--- src/design/ucer_pkg.sv ---
// ----------------------------------------------------------------------------
// ucer_pkg: shared types and constants for the control endpoint responder
// Holds the word types, request codes, the sequencer states and the
// descriptor ROM contents.
// ----------------------------------------------------------------------------
package ucer_pkg;

    localparam int ROM_DEPTH_DEF = 256;
    localparam int ROM_USED      = 168;

    localparam logic [7:0] DIR_IN_BIT  = 8'h80;
    localparam logic [7:0] TYPE_FIELD  = 8'h60;
    localparam logic [7:0] TYPE_STD    = 8'h00;
    localparam logic [7:0] TYPE_CLASS  = 8'h20;

    localparam logic [7:0] REQ_SET_ADDRESS       = 8'd5;
    localparam logic [7:0] REQ_GET_DESCRIPTOR    = 8'd6;
    localparam logic [7:0] REQ_SET_CONFIGURATION = 8'd9;
    localparam logic [7:0] REQ_SET_IDLE          = 8'h0A;

    localparam logic [7:0] DT_DEVICE = 8'd1;
    localparam logic [7:0] DT_CONFIG = 8'd2;
    localparam logic [7:0] DT_STRING = 8'd3;
    localparam logic [7:0] DT_REPORT = 8'h22;

    localparam logic [7:0] OFF_DEV  = 8'd0;
    localparam logic [7:0] LEN_DEV  = 8'd18;
    localparam logic [7:0] OFF_CFG  = 8'd18;
    localparam logic [7:0] LEN_CFG  = 8'd34;
    localparam logic [7:0] OFF_LANG = 8'd52;
    localparam logic [7:0] LEN_LANG = 8'd4;
    localparam logic [7:0] OFF_MANU = 8'd56;
    localparam logic [7:0] LEN_MANU = 8'd20;
    localparam logic [7:0] OFF_PROD = 8'd76;
    localparam logic [7:0] LEN_PROD = 8'd18;
    localparam logic [7:0] OFF_SER  = 8'd94;
    localparam logic [7:0] LEN_SER  = 8'd22;
    localparam logic [7:0] OFF_REP  = 8'd116;
    localparam logic [7:0] LEN_REP  = 8'd52;

    localparam logic [6:0] MPS_RESET = 7'd16;

    typedef enum logic [1:0] {
        KIND_DATA   = 2'd0,
        KIND_ZLP    = 2'd1,
        KIND_ADDR   = 2'd2,
        KIND_CONFIG = 2'd3
    } kind_t;

    typedef struct packed {
        logic        mode;
        logic [7:0]  request_type;
        logic [7:0]  request_code;
        logic [15:0] request_value;
        logic [15:0] request_length;
    } in_word_t;

    typedef struct packed {
        logic [1:0] kind;
        logic [7:0] payload;
        logic       last;
    } out_word_t;

    typedef enum logic [2:0] {
        ST_IDLE,
        ST_MOD,
        ST_ACTION,
        ST_PACKET,
        ST_SEND,
        ST_WAIT
    } state_t;

    function automatic logic [7:0] rom_data(input logic [7:0] a);
        logic [7:0] d;
        case (a)
            8'd0: d = 8'd18;   8'd1: d = 8'h01;  8'd2: d = 8'h10;  8'd3: d = 8'h01;
            8'd4: d = 8'h00;   8'd5: d = 8'h00;  8'd6: d = 8'h00;  8'd7: d = 8'h10;
            8'd8: d = 8'h88;   8'd9: d = 8'h88;  8'd10: d = 8'h01; 8'd11: d = 8'h00;
            8'd12: d = 8'h00;  8'd13: d = 8'h01; 8'd14: d = 8'h01; 8'd15: d = 8'h02;
            8'd16: d = 8'h03;  8'd17: d = 8'h01;
            8'd18: d = 8'h09;  8'd19: d = 8'h02; 8'd20: d = 8'd34; 8'd21: d = 8'h00;
            8'd22: d = 8'h01;  8'd23: d = 8'h01; 8'd24: d = 8'h00; 8'd25: d = 8'h80;
            8'd26: d = 8'h32;
            8'd27: d = 8'h09;  8'd28: d = 8'h04; 8'd29: d = 8'h00; 8'd30: d = 8'h00;
            8'd31: d = 8'h01;  8'd32: d = 8'h03; 8'd33: d = 8'h01; 8'd34: d = 8'h02;
            8'd35: d = 8'h00;
            8'd36: d = 8'h09;  8'd37: d = 8'h21; 8'd38: d = 8'h10; 8'd39: d = 8'h01;
            8'd40: d = 8'h21;  8'd41: d = 8'h01; 8'd42: d = 8'h22; 8'd43: d = 8'd52;
            8'd44: d = 8'h00;
            8'd45: d = 8'h07;  8'd46: d = 8'h05; 8'd47: d = 8'h81; 8'd48: d = 8'h03;
            8'd49: d = 8'h10;  8'd50: d = 8'h00; 8'd51: d = 8'h0A;
            8'd52: d = 8'h04;  8'd53: d = 8'h03; 8'd54: d = 8'h09; 8'd55: d = 8'h04;
            8'd56: d = 8'd20;  8'd57: d = 8'h03; 8'd58: d = 8'h41; 8'd60: d = 8'h76;
            8'd62: d = 8'h65;  8'd64: d = 8'h72; 8'd66: d = 8'h4D; 8'd68: d = 8'h65;
            8'd70: d = 8'h64;  8'd72: d = 8'h69; 8'd74: d = 8'h61;
            8'd76: d = 8'd18;  8'd77: d = 8'h03; 8'd78: d = 8'h55; 8'd80: d = 8'h73;
            8'd82: d = 8'h62;  8'd84: d = 8'h4D; 8'd86: d = 8'h6F; 8'd88: d = 8'h75;
            8'd90: d = 8'h73;  8'd92: d = 8'h65;
            8'd94: d = 8'd22;  8'd95: d = 8'h03; 8'd96: d = 8'h32; 8'd98: d = 8'h30;
            8'd100: d = 8'h31; 8'd102: d = 8'h36; 8'd104: d = 8'h2F; 8'd106: d = 8'h30;
            8'd108: d = 8'h34; 8'd110: d = 8'h2F; 8'd112: d = 8'h32; 8'd114: d = 8'h31;
            8'd116: d = 8'h05; 8'd117: d = 8'h01; 8'd118: d = 8'h09; 8'd119: d = 8'h02;
            8'd120: d = 8'ha1; 8'd121: d = 8'h01; 8'd122: d = 8'h09; 8'd123: d = 8'h01;
            8'd124: d = 8'ha1; 8'd125: d = 8'h00; 8'd126: d = 8'h05; 8'd127: d = 8'h09;
            8'd128: d = 8'h19; 8'd129: d = 8'h01; 8'd130: d = 8'h29; 8'd131: d = 8'h03;
            8'd132: d = 8'h15; 8'd133: d = 8'h00; 8'd134: d = 8'h25; 8'd135: d = 8'h01;
            8'd136: d = 8'h95; 8'd137: d = 8'h03; 8'd138: d = 8'h75; 8'd139: d = 8'h01;
            8'd140: d = 8'h81; 8'd141: d = 8'h02; 8'd142: d = 8'h95; 8'd143: d = 8'h01;
            8'd144: d = 8'h75; 8'd145: d = 8'h05; 8'd146: d = 8'h81; 8'd147: d = 8'h03;
            8'd148: d = 8'h05; 8'd149: d = 8'h01; 8'd150: d = 8'h09; 8'd151: d = 8'h30;
            8'd152: d = 8'h09; 8'd153: d = 8'h31; 8'd154: d = 8'h09; 8'd155: d = 8'h38;
            8'd156: d = 8'h15; 8'd157: d = 8'h81; 8'd158: d = 8'h25; 8'd159: d = 8'h7f;
            8'd160: d = 8'h75; 8'd161: d = 8'h08; 8'd162: d = 8'h95; 8'd163: d = 8'h03;
            8'd164: d = 8'h81; 8'd165: d = 8'h06; 8'd166: d = 8'hc0; 8'd167: d = 8'hc0;
            default: d = 8'h00;
        endcase
        return d;
    endfunction

endpackage

--- src/design/ucer_rom.sv ---
// ----------------------------------------------------------------------------
// ucer_rom: descriptor ROM
// Registered read of the fixed descriptor bytes; addresses past the stored
// bytes or past the ROM depth read as zero.
// ----------------------------------------------------------------------------
module ucer_rom #(
    parameter int ROM_DEPTH = ucer_pkg::ROM_DEPTH_DEF
) (
    input  logic       clk,
    input  logic [7:0] addr,
    output logic [7:0] data
);
    import ucer_pkg::*;

    logic [7:0] data_reg;

    always_ff @(posedge clk)
    begin
        if ({24'd0, addr} < ROM_DEPTH)
            data_reg <= rom_data(addr);
        else
            data_reg <= 8'h00;
    end

    assign data = data_reg;

endmodule

--- src/design/usb_control_endpoint_responder.sv ---
// A packet of n descriptor bytes leaves one byte per cycle (ROM port limited) while
// the output is not stalled; a descriptor length check in ST_MOD may come first,
// and no item is taken until the last word goes.
// Reset (rst_n, asynchronous, low): packet size 16, pointer, count and
// zero-length flag cleared, sequencer idle.
// ----------------------------------------------------------------------------
// usb_control_endpoint_responder: endpoint zero control responder
// Decodes setup words and IN completions and streams descriptor bytes.
// ----------------------------------------------------------------------------
module usb_control_endpoint_responder #(
    parameter int ROM_DEPTH = ucer_pkg::ROM_DEPTH_DEF
) (
    input  logic                 clk,
    input  logic                 rst_n,
    input  logic                 cfg_we,
    input  logic [6:0]           cfg_wdata,
    input  logic                 in_valid,
    output logic                 in_ready,
    input  ucer_pkg::in_word_t   in_data,
    output logic                 out_valid,
    input  logic                 out_ready,
    output ucer_pkg::out_word_t  out_data
);
    import ucer_pkg::*;

    state_t     state_reg, state_next;
    logic [6:0] mps_reg;
    logic [7:0] ptr_reg, ptr_next;
    logic [7:0] rem_reg, rem_next;
    logic       zlp_reg, zlp_next;
    logic [7:0] len_reg, len_next;      // descriptor length under test
    logic [7:0] cnt_reg, cnt_next;      // bytes left in this packet
    logic [7:0] addr_reg, addr_next;    // ROM read address
    logic [1:0] akind_reg, akind_next;
    logic [7:0] aval_reg, aval_next;
    out_word_t  obuf_reg, obuf_next;
    logic       ovalid_reg, ovalid_next;
    logic [7:0] rom_q;
    logic [6:0] mps_eff;

    // Clamp the packet size into 8..64
    always_comb
    begin
        if (mps_reg < 7'd8)
            mps_eff = 7'd8;
        else if (mps_reg > 7'd64)
            mps_eff = 7'd64;
        else
            mps_eff = mps_reg;
    end

    // Present the next address so the ROM word lines up with addr_reg
    ucer_rom #(.ROM_DEPTH(ROM_DEPTH)) u_rom (
        .clk  (clk),
        .addr (addr_next),
        .data (rom_q)
    );

    assign in_ready  = (state_reg == ST_IDLE);
    assign out_valid = ovalid_reg;
    assign out_data  = obuf_reg;

    always_ff @(posedge clk or negedge rst_n)
    begin
        if (!rst_n)
        begin
            state_reg  <= ST_IDLE;
            mps_reg    <= MPS_RESET;
            ptr_reg    <= 8'd0;
            rem_reg    <= 8'd0;
            zlp_reg    <= 1'b0;
            ovalid_reg <= 1'b0;
        end
        else
        begin
            state_reg  <= state_next;
            ptr_reg    <= ptr_next;
            rem_reg    <= rem_next;
            zlp_reg    <= zlp_next;
            ovalid_reg <= ovalid_next;
            if (cfg_we)
                mps_reg <= cfg_wdata;
        end
    end

    always_ff @(posedge clk)
    begin
        len_reg   <= len_next;
        cnt_reg   <= cnt_next;
        addr_reg  <= addr_next;
        akind_reg <= akind_next;
        aval_reg  <= aval_next;
        obuf_reg  <= obuf_next;
    end

    always_comb
    begin
        logic [7:0] rtype;
        logic [7:0] code;
        logic [7:0] dtype;
        logic [7:0] start;
        logic [7:0] dlen;
        logic       known;
        logic       fits;
        logic       obuf_free;
        rtype      = in_data.request_type;
        code       = in_data.request_code;
        dtype      = in_data.request_value[15:8];
        start      = ptr_reg;
        dlen       = 8'd0;
        known      = 1'b1;
        fits       = 1'b0;
        obuf_free  = !ovalid_reg || out_ready;
        state_next = state_reg;
        ptr_next   = ptr_reg;
        rem_next   = rem_reg;
        zlp_next   = zlp_reg;
        len_next   = len_reg;
        cnt_next   = cnt_reg;
        addr_next  = addr_reg;
        akind_next = akind_reg;
        aval_next  = aval_reg;
        obuf_next  = obuf_reg;
        ovalid_next = ovalid_reg && !out_ready;

        case (state_reg)
            ST_IDLE:
            begin
                if (in_valid)
                begin
                    akind_next = KIND_DATA;
                    state_next = ST_PACKET;
                    if (!in_data.mode)
                    begin
                        zlp_next   = 1'b0;
                        state_next = ST_IDLE;
                        if ((rtype & DIR_IN_BIT) != 8'd0)
                        begin
                            if ((rtype & TYPE_FIELD) == TYPE_STD
                                && code == REQ_GET_DESCRIPTOR)
                            begin
                                case (dtype)
                                    DT_DEVICE: begin start = OFF_DEV; dlen = LEN_DEV; end
                                    DT_CONFIG: begin start = OFF_CFG; dlen = LEN_CFG; end
                                    DT_REPORT: begin start = OFF_REP; dlen = LEN_REP; end
                                    DT_STRING:
                                    begin
                                        case (in_data.request_value[7:0])
                                            8'd0: begin start = OFF_LANG; dlen = LEN_LANG; end
                                            8'd1: begin start = OFF_MANU; dlen = LEN_MANU; end
                                            8'd2: begin start = OFF_PROD; dlen = LEN_PROD; end
                                            8'd3: begin start = OFF_SER;  dlen = LEN_SER;  end
                                            default:
                                            begin
                                                // unknown string: empty reply
                                                start    = ptr_reg;
                                                dlen     = 8'd0;
                                                zlp_next = 1'b1;
                                            end
                                        endcase
                                    end
                                    default: known = 1'b0;
                                endcase
                                if (known)
                                begin
                                    ptr_next = start;
                                    fits = in_data.request_length > {8'd0, dlen};
                                    if (fits)
                                    begin
                                        rem_next   = dlen;
                                        len_next   = dlen;
                                        state_next = ST_MOD;
                                    end
                                    else
                                    begin
                                        rem_next   = in_data.request_length[7:0];
                                        state_next = ST_PACKET;
                                    end
                                end
                            end
                        end
                        else if ((rtype & TYPE_FIELD) == TYPE_STD
                                 && (code == REQ_SET_ADDRESS
                                     || code == REQ_SET_CONFIGURATION))
                        begin
                            akind_next = (code == REQ_SET_ADDRESS) ? KIND_ADDR : KIND_CONFIG;
                            aval_next  = in_data.request_value[7:0];
                            rem_next   = 8'd0;
                            zlp_next   = 1'b1;
                            state_next = ST_ACTION;
                        end
                        else if ((rtype & TYPE_FIELD) == TYPE_CLASS
                                 && code == REQ_SET_IDLE)
                        begin
                            rem_next   = 8'd0;
                            zlp_next   = 1'b1;
                            state_next = ST_PACKET;
                        end
                    end
                end
            end

            ST_MOD:
            begin
                // repeated subtraction: len mod packet size
                if (len_reg >= {1'b0, mps_eff})
                    len_next = len_reg - {1'b0, mps_eff};
                else
                begin
                    if (len_reg == 8'd0)
                        zlp_next = 1'b1;
                    state_next = ST_PACKET;
                end
            end

            ST_ACTION:
            begin
                if (obuf_free)
                begin
                    ovalid_next = 1'b1;
                    obuf_next.kind    = akind_reg;
                    obuf_next.payload = aval_reg;
                    obuf_next.last    = 1'b0;
                    state_next = ST_PACKET;
                end
            end

            ST_PACKET:
            begin
                if (rem_reg == 8'd0)
                begin
                    if (zlp_reg)
                    begin
                        if (obuf_free)
                        begin
                            zlp_next = 1'b0;
                            ovalid_next = 1'b1;
                            obuf_next.kind    = KIND_ZLP;
                            obuf_next.payload = 8'd0;
                            obuf_next.last    = 1'b1;
                            state_next = ST_WAIT;
                        end
                    end
                    else if (akind_reg != KIND_DATA)
                    begin
                        // action word already out; mark is missing only if no zlp
                        state_next = ST_WAIT;
                    end
                    else
                        state_next = ST_IDLE;
                end
                else
                begin
                    cnt_next  = (rem_reg > {1'b0, mps_eff}) ? {1'b0, mps_eff} : rem_reg;
                    rem_next  = rem_reg - cnt_next;
                    addr_next = ptr_reg;
                    if (rem_next != 8'd0)
                        ptr_next = ptr_reg + cnt_next;
                    state_next = ST_SEND;
                end
            end

            ST_SEND:
            begin
                // ROM data for addr_reg is present now
                if (obuf_free)
                begin
                    ovalid_next = 1'b1;
                    obuf_next.kind    = KIND_DATA;
                    obuf_next.payload = rom_q;
                    obuf_next.last    = (cnt_reg == 8'd1);
                    cnt_next  = cnt_reg - 8'd1;
                    addr_next = addr_reg + 8'd1;
                    if (cnt_reg == 8'd1)
                        state_next = ST_WAIT;
                end
            end

            ST_WAIT:
            begin
                if (!ovalid_reg || out_ready)
                    state_next = ST_IDLE;
            end

            default: state_next = ST_IDLE;
        endcase
    end

`ifndef NO_ASSERTIONS
    a_no_accept_busy: assert property (@(posedge clk) disable iff (!rst_n)
        (state_reg != ST_IDLE) |-> !in_ready)
        else $error("input taken while busy");
    a_out_hold: assert property (@(posedge clk) disable iff (!rst_n)
        (out_valid && !out_ready) |=> (out_valid && $stable(out_data)))
        else $error("result word dropped under stall");
    a_idle_empty: assert property (@(posedge clk) disable iff (!rst_n)
        ($past(state_reg) == ST_WAIT && state_reg == ST_IDLE) |-> !out_valid)
        else $error("idle with result pending");
    a_mps_range: assert property (@(posedge clk) disable iff (!rst_n)
        (mps_eff >= 7'd8 && mps_eff <= 7'd64))
        else $error("packet size clamp failed");
`endif

endmodule

--- config.mk ---
export PLATFORM = sky130hd
export DESIGN_NAME = usb_control_endpoint_responder
export DESIGN_NICKNAME = d
export VERILOG_FILES = /design/src/design/ucer_pkg.sv /design/src/design/ucer_rom.sv /design/src/design/usb_control_endpoint_responder.sv
export SDC_FILE = /design/constraint.sdc
export NUM_CORES = 1
export LEC_CHECK = 0
export ABC_AREA = 0
export BUFFER_PORTS_ARGS = -buffer_cell sky130_fd_sc_hd__buf_2
export CAP_MARGIN = 20
export CORE_ASPECT_RATIO = 0.7
export CORE_UTILIZATION = 45
export CTS_CLUSTER_DIAMETER = 80
export DETAILED_ROUTE_END_ITERATION = 8
export SETUP_SLACK_MARGIN = 0.4
export SYNTH_ARGS = -nofsm -noshare
export SYNTH_HDL_FRONTEND = slang
export SYNTH_SLANG_ARGS = --single-unit
--- constraint.sdc ---
create_clock -name clk -period 6.25 [get_ports clk]
set_input_delay 0.3125 -clock clk [delete_from_list [all_inputs] [get_ports clk]]
set_output_delay 0.3125 -clock clk [all_outputs]
set_load 0.01 [all_outputs]
==> impl_metrics.xml <==
<?xml version="1.0" encoding="UTF-8"?>
<metrics>
  <group name="grt">
    <metric name="grt_util_all_layers" unit="%">27.28</metric>
    <metric name="grt_first_pass_wirelength" unit="um">32660</metric>
    <metric name="global_route_total_overflow" unit="">0</metric>
    <metric name="maximum_number_of_pins_on_one_net_before_global_route_repair" unit="">34</metric>
    <metric name="first_global_vias" unit="">6097</metric>
    <metric name="antenna_found_initial" unit="">1</metric>
  </group>
  <group name="logic_synthesis">
    <metric name="synth-xor-area-share" unit="%">2.882</metric>
    <metric name="synth_adder_area_share" unit="%">9.096</metric>
    <metric name="synthesis.area" unit="sq um">6685</metric>
    <metric name="dominant_combinational_cell_family_by_area_after_synthesis" unit="">compound AO/OA/AOI/OAI gates</metric>
    <metric name="ys_ff_latch" unit="">81</metric>
    <metric name="post_synth_edffs" unit="">37</metric>
    <metric name="synth_instances" unit="">813</metric>
    <metric name="ys_seq_area_share" unit="%">31.91</metric>
    <metric name="synth_cell_types" unit="">84</metric>
    <metric name="yosys_warnings" unit="">0</metric>
    <metric name="synth.mux.area_fraction" unit="%">3.687</metric>
    <metric name="synth_ff_type" unit="">edfxtp_1</metric>
    <metric name="share_of_flip_flops_with_an_asynchronous_set_or_reset_after_synthesis" unit="%">34.57</metric>
    <metric name="synth-simple-area-share" unit="%">19.41</metric>
    <metric name="synth.avg_cell_area" unit="sq um">8.223</metric>
    <metric name="synth-compound-area-share" unit="%">27.27</metric>
    <metric name="synth_fp_nets" unit="">920</metric>
  </group>
  <group name="power">
    <metric name="power.combinational.fraction" unit="%">61.5</metric>
    <metric name="leakage" unit="nW">3.108</metric>
    <metric name="power.clock.fraction" unit="%">14.9</metric>
    <metric name="power.ir.vdd_worst" unit="V">0.0002540</metric>
    <metric name="power_per_cell_area" unit="nW/um^2">576.7</metric>
    <metric name="switching_power_total" unit="mW">2.160</metric>
    <metric name="internal-power" unit="mW">2.187</metric>
    <metric name="totalPowerFinal" unit="mW">4.347</metric>
    <metric name="seqPwrFrac" unit="%">23.6</metric>
    <metric name="swShare" unit="%">49.69</metric>
  </group>
  <group name="critical_path">
    <metric name="critical_path.startpoint_type" unit="">flop</metric>
    <metric name="slowest_stage" unit="">dfstp_2</metric>
    <metric name="critPathCaptureType" unit="">flop</metric>
    <metric name="cp_cell_sequence" unit="">nor3_1, nor2_1, nand2_1, ha_1, nor2b_1, o21a_1, o21a_1, o21ai_0, nand2b_1, a211o_1, a21oi_1, buf_4, mux2i_2, ha_1, nor2b_1, o21ai_0, a21boi_0, o21ai_0, nor3b_1, o221ai_1, o21ai_1, buf_4, mux2_2</metric>
    <metric name="cp-startpoint" unit="">mps_reg[4]</metric>
    <metric name="critical-path-max-stage-delay" unit="ps">550</metric>
    <metric name="rr_startpoint" unit="">mps_reg[4]</metric>
    <metric name="worst_path_class_setup" unit="">flop to flop</metric>
    <metric name="timing.critical_path.required" unit="ps">6470</metric>
    <metric name="timing.critical_path.mode_cell" unit="">o21ai_0</metric>
    <metric name="worstRegToRegCells" unit="">23</metric>
    <metric name="worstPathArrival" unit="ps">5660</metric>
    <metric name="reg2reg_slack" unit="ps">810</metric>
    <metric name="crit_path_max_fanout" unit="">15</metric>
  </group>
  <group name="timing">
    <metric name="setup_repair_after_global_routing_missed_its_margin" unit="">false</metric>
    <metric name="fin_crit" unit="ps">5436</metric>
    <metric name="hold_ws" unit="ps">-3.009</metric>
    <metric name="hold_viol" unit="">4</metric>
    <metric name="finalSetupViolCount" unit="">0</metric>
    <metric name="worst_slew_margin_rel" unit="%">37.86</metric>
    <metric name="timing.final.max_slew_violations" unit="">0</metric>
    <metric name="timing_worst_slew_pin_value" unit="ps">931.0</metric>
    <metric name="final.setup.tns" unit="ps">0</metric>
    <metric name="fin_crit_sh" unit="%">86.98</metric>
    <metric name="postLayoutSetupSlackWorst" unit="ps">813.6</metric>
    <metric name="clock-skew-final" unit="ps">14.21</metric>
    <metric name="max_freq" unit="MHz">183.9</metric>
  </group>
  <group name="final_layout">
    <metric name="finalNonFillerCells" unit="">1053</metric>
    <metric name="area.growth.synth_to_final" unit="%">12.76</metric>
    <metric name="antennaDiodeCount" unit="">0</metric>
    <metric name="design.final.nets" unit="">965</metric>
    <metric name="number_of_flip_flops_under_the_largest_register_name" unit="">11</metric>
    <metric name="layout.core_utilization" unit="%">53.13</metric>
    <metric name="layout.cell_area.non_filler" unit="sq um">7538</metric>
    <metric name="drive_above_1_share" unit="%">15.41</metric>
  </group>
  <group name="route">
    <metric name="antenna_violating_nets_post_route" unit="">0</metric>
    <metric name="route.detailed.vias_per_inst" unit="">6.314</metric>
    <metric name="postRouteWirelength" unit="um">20950</metric>
    <metric name="drt_first_iter_violations" unit="">666</metric>
    <metric name="num_vias" unit="">6649</metric>
    <metric name="drt_pre_antenna_iters" unit="">6</metric>
    <metric name="detail_route.drc_violations" unit="">0</metric>
    <metric name="wl_per_cell" unit="um">19.89</metric>
  </group>
  <group name="cts">
    <metric name="cts.clk_slew.worst_paths" unit="ps">70</metric>
    <metric name="clock_tree.root_cell" unit="">clkbuf_16</metric>
    <metric name="cts_post_setup_buffers_inserted" unit="">0</metric>
    <metric name="cts-htree-levels" unit="">3</metric>
    <metric name="clockBufferDepth" unit="">2</metric>
    <metric name="numClockSinks" unit="">81</metric>
    <metric name="cts.hold.buffers_added" unit="">0</metric>
    <metric name="clkLatencyLatePin" unit="ps">350</metric>
    <metric name="tritoncts.num_buffers" unit="">9</metric>
    <metric name="cts_tree" unit="">yes</metric>
  </group>
  <group name="outcome">
    <metric name="violations_in_the_final_reports" unit="">hold timing</metric>
    <metric name="outcome" unit="">complete, but fails checks</metric>
  </group>
  <group name="die">
    <metric name="std_cell_rows" unit="">36</metric>
    <metric name="initial_core_util" unit="%">47.12</metric>
    <metric name="die_w" unit="um">147.7</metric>
    <metric name="die_height" unit="um">104.0</metric>
    <metric name="boundaryPins" unit="">74</metric>
    <metric name="core-area" unit="sq um">14190</metric>
    <metric name="dieArea" unit="sq um">15360</metric>
  </group>
  <group name="placement">
    <metric name="post_dp_cell_area" unit="sq um">7174</metric>
    <metric name="dp_worst_setup_slack" unit="ps">827.5</metric>
    <metric name="numPlacedInstances" unit="">1036</metric>
    <metric name="detailed_place_hpwl" unit="um">15410</metric>
    <metric name="gpl.final_weighted_congestion" unit="">0.9442</metric>
    <metric name="port_buffers" unit="">68</metric>
  </group>
  <group name="worst_hold_path">
    <metric name="worst_hold_path_type" unit="">input pin to async pin</metric>
  </group>
  <group name="flow_run">
    <metric name="timing.max_cap.violations" unit="">0</metric>
  </group>
</metrics>
worst paths after layout:
path,to
max,ptr_reg[3]
min,state_reg[1]
max reg2reg,ptr_reg[3]
min reg2reg,mps_reg[0]
max in group asynchronous,ptr_reg[5]
min in group clk,aval_reg[2]
final cells by class:
class / count / area [sq um]
clock buffers: 9 / 225.2
clock inverters: 7 / 130.1
fillers: 1315 / 6650
inverters: 47 / 176.4
multi-input cells: 635 / 4178
flip-flops and latches: 81 / 2133
well taps: 190 / 237.7
repair buffers: 84 / 457.9
cells in the final DEF (no fill, tap or decap), types with 11 or more instances in the layout:
cell	instances
o21ai_0	81
nand2_1	77
nor2_1	71
buf_2	69
a21oi_1	56
inv_1	45
ha_1	43
edfxtp_1	37
nand3_1	27
dfrtp_1	27
nor3_1	21
dfxtp_1	16
xnor2_1	15
buf_4	15
mux2_2	13
a31oi_1	12
a21o_1	11
synth_stat cells, types with 9 or more instances:
master     n  area, sq um
a21o_1    11        82.58
a21oi_1   56        280.3
a22o_1     9        78.83
a31oi_1   12        75.07
clkbuf_1  38        142.6
dfrtp_1   27        675.7
dfxtp_1   16        320.3
edfxtp_1  37         1111
ha_1      43        538.0
inv_1     45        168.9
mux2_2    13        146.4
mux2i_1   10        100.1
nand2_1   77        289.0
nand3_1   27        135.1
nor2_1    71        266.5
nor2b_1   10        62.56
nor3_1    21        105.1
nor3b_1    9        67.56
o21ai_0   81        405.4
xnor2_1   15        131.4
per-layer routing:
metal	vias up	part of all wire [%]	wire length [um]	global-route usage (%)
li1	3120	-	-	-
met1	3080	47	9759	41.39
met2	414	38	7960	35.24
met3	35	14	2967	9.912
met4	0	1.2	258	7.511
met5	-	0	0	0
logic make-up after synthesis:
family,count (synthesis)
AOI/OAI and AO/OA,276
and+or+nand+nor,267
DFF,81
muxes,23
xor gates and xnor gates,22
buffers and inverters,97
adders and majority gates,47
worst max-delay path, delay by kind of cell (launching register included):
family	cells	cell delay [ps]
compound gates	10	1980
fa+ha+maj	2	590
buf+inv	2	390
flops	1	550
mux	2	720
simple gates	7	1080
power by group through the flow:
stage | Combinational (mW) | Sequential (mW) | Clock, mW
after detailed placement | 2.56 | 1.03 | 0
after CTS | 2.58 | 1.02 | 0.655
after floorplan | 1.90 | 0.952 | 0
final | 2.68 | 1.03 | 0.647
after global placement | 2.53 | 1.02 | 0
after global routing | 2.91 | 1.05 | 0.672
repair_timing:
action	in CTS	in global routing
gates resized for setup	0	2
hold endpoints to repair	0	0
setup endpoints to repair	0	2
(Power assumes the default switching activity.)
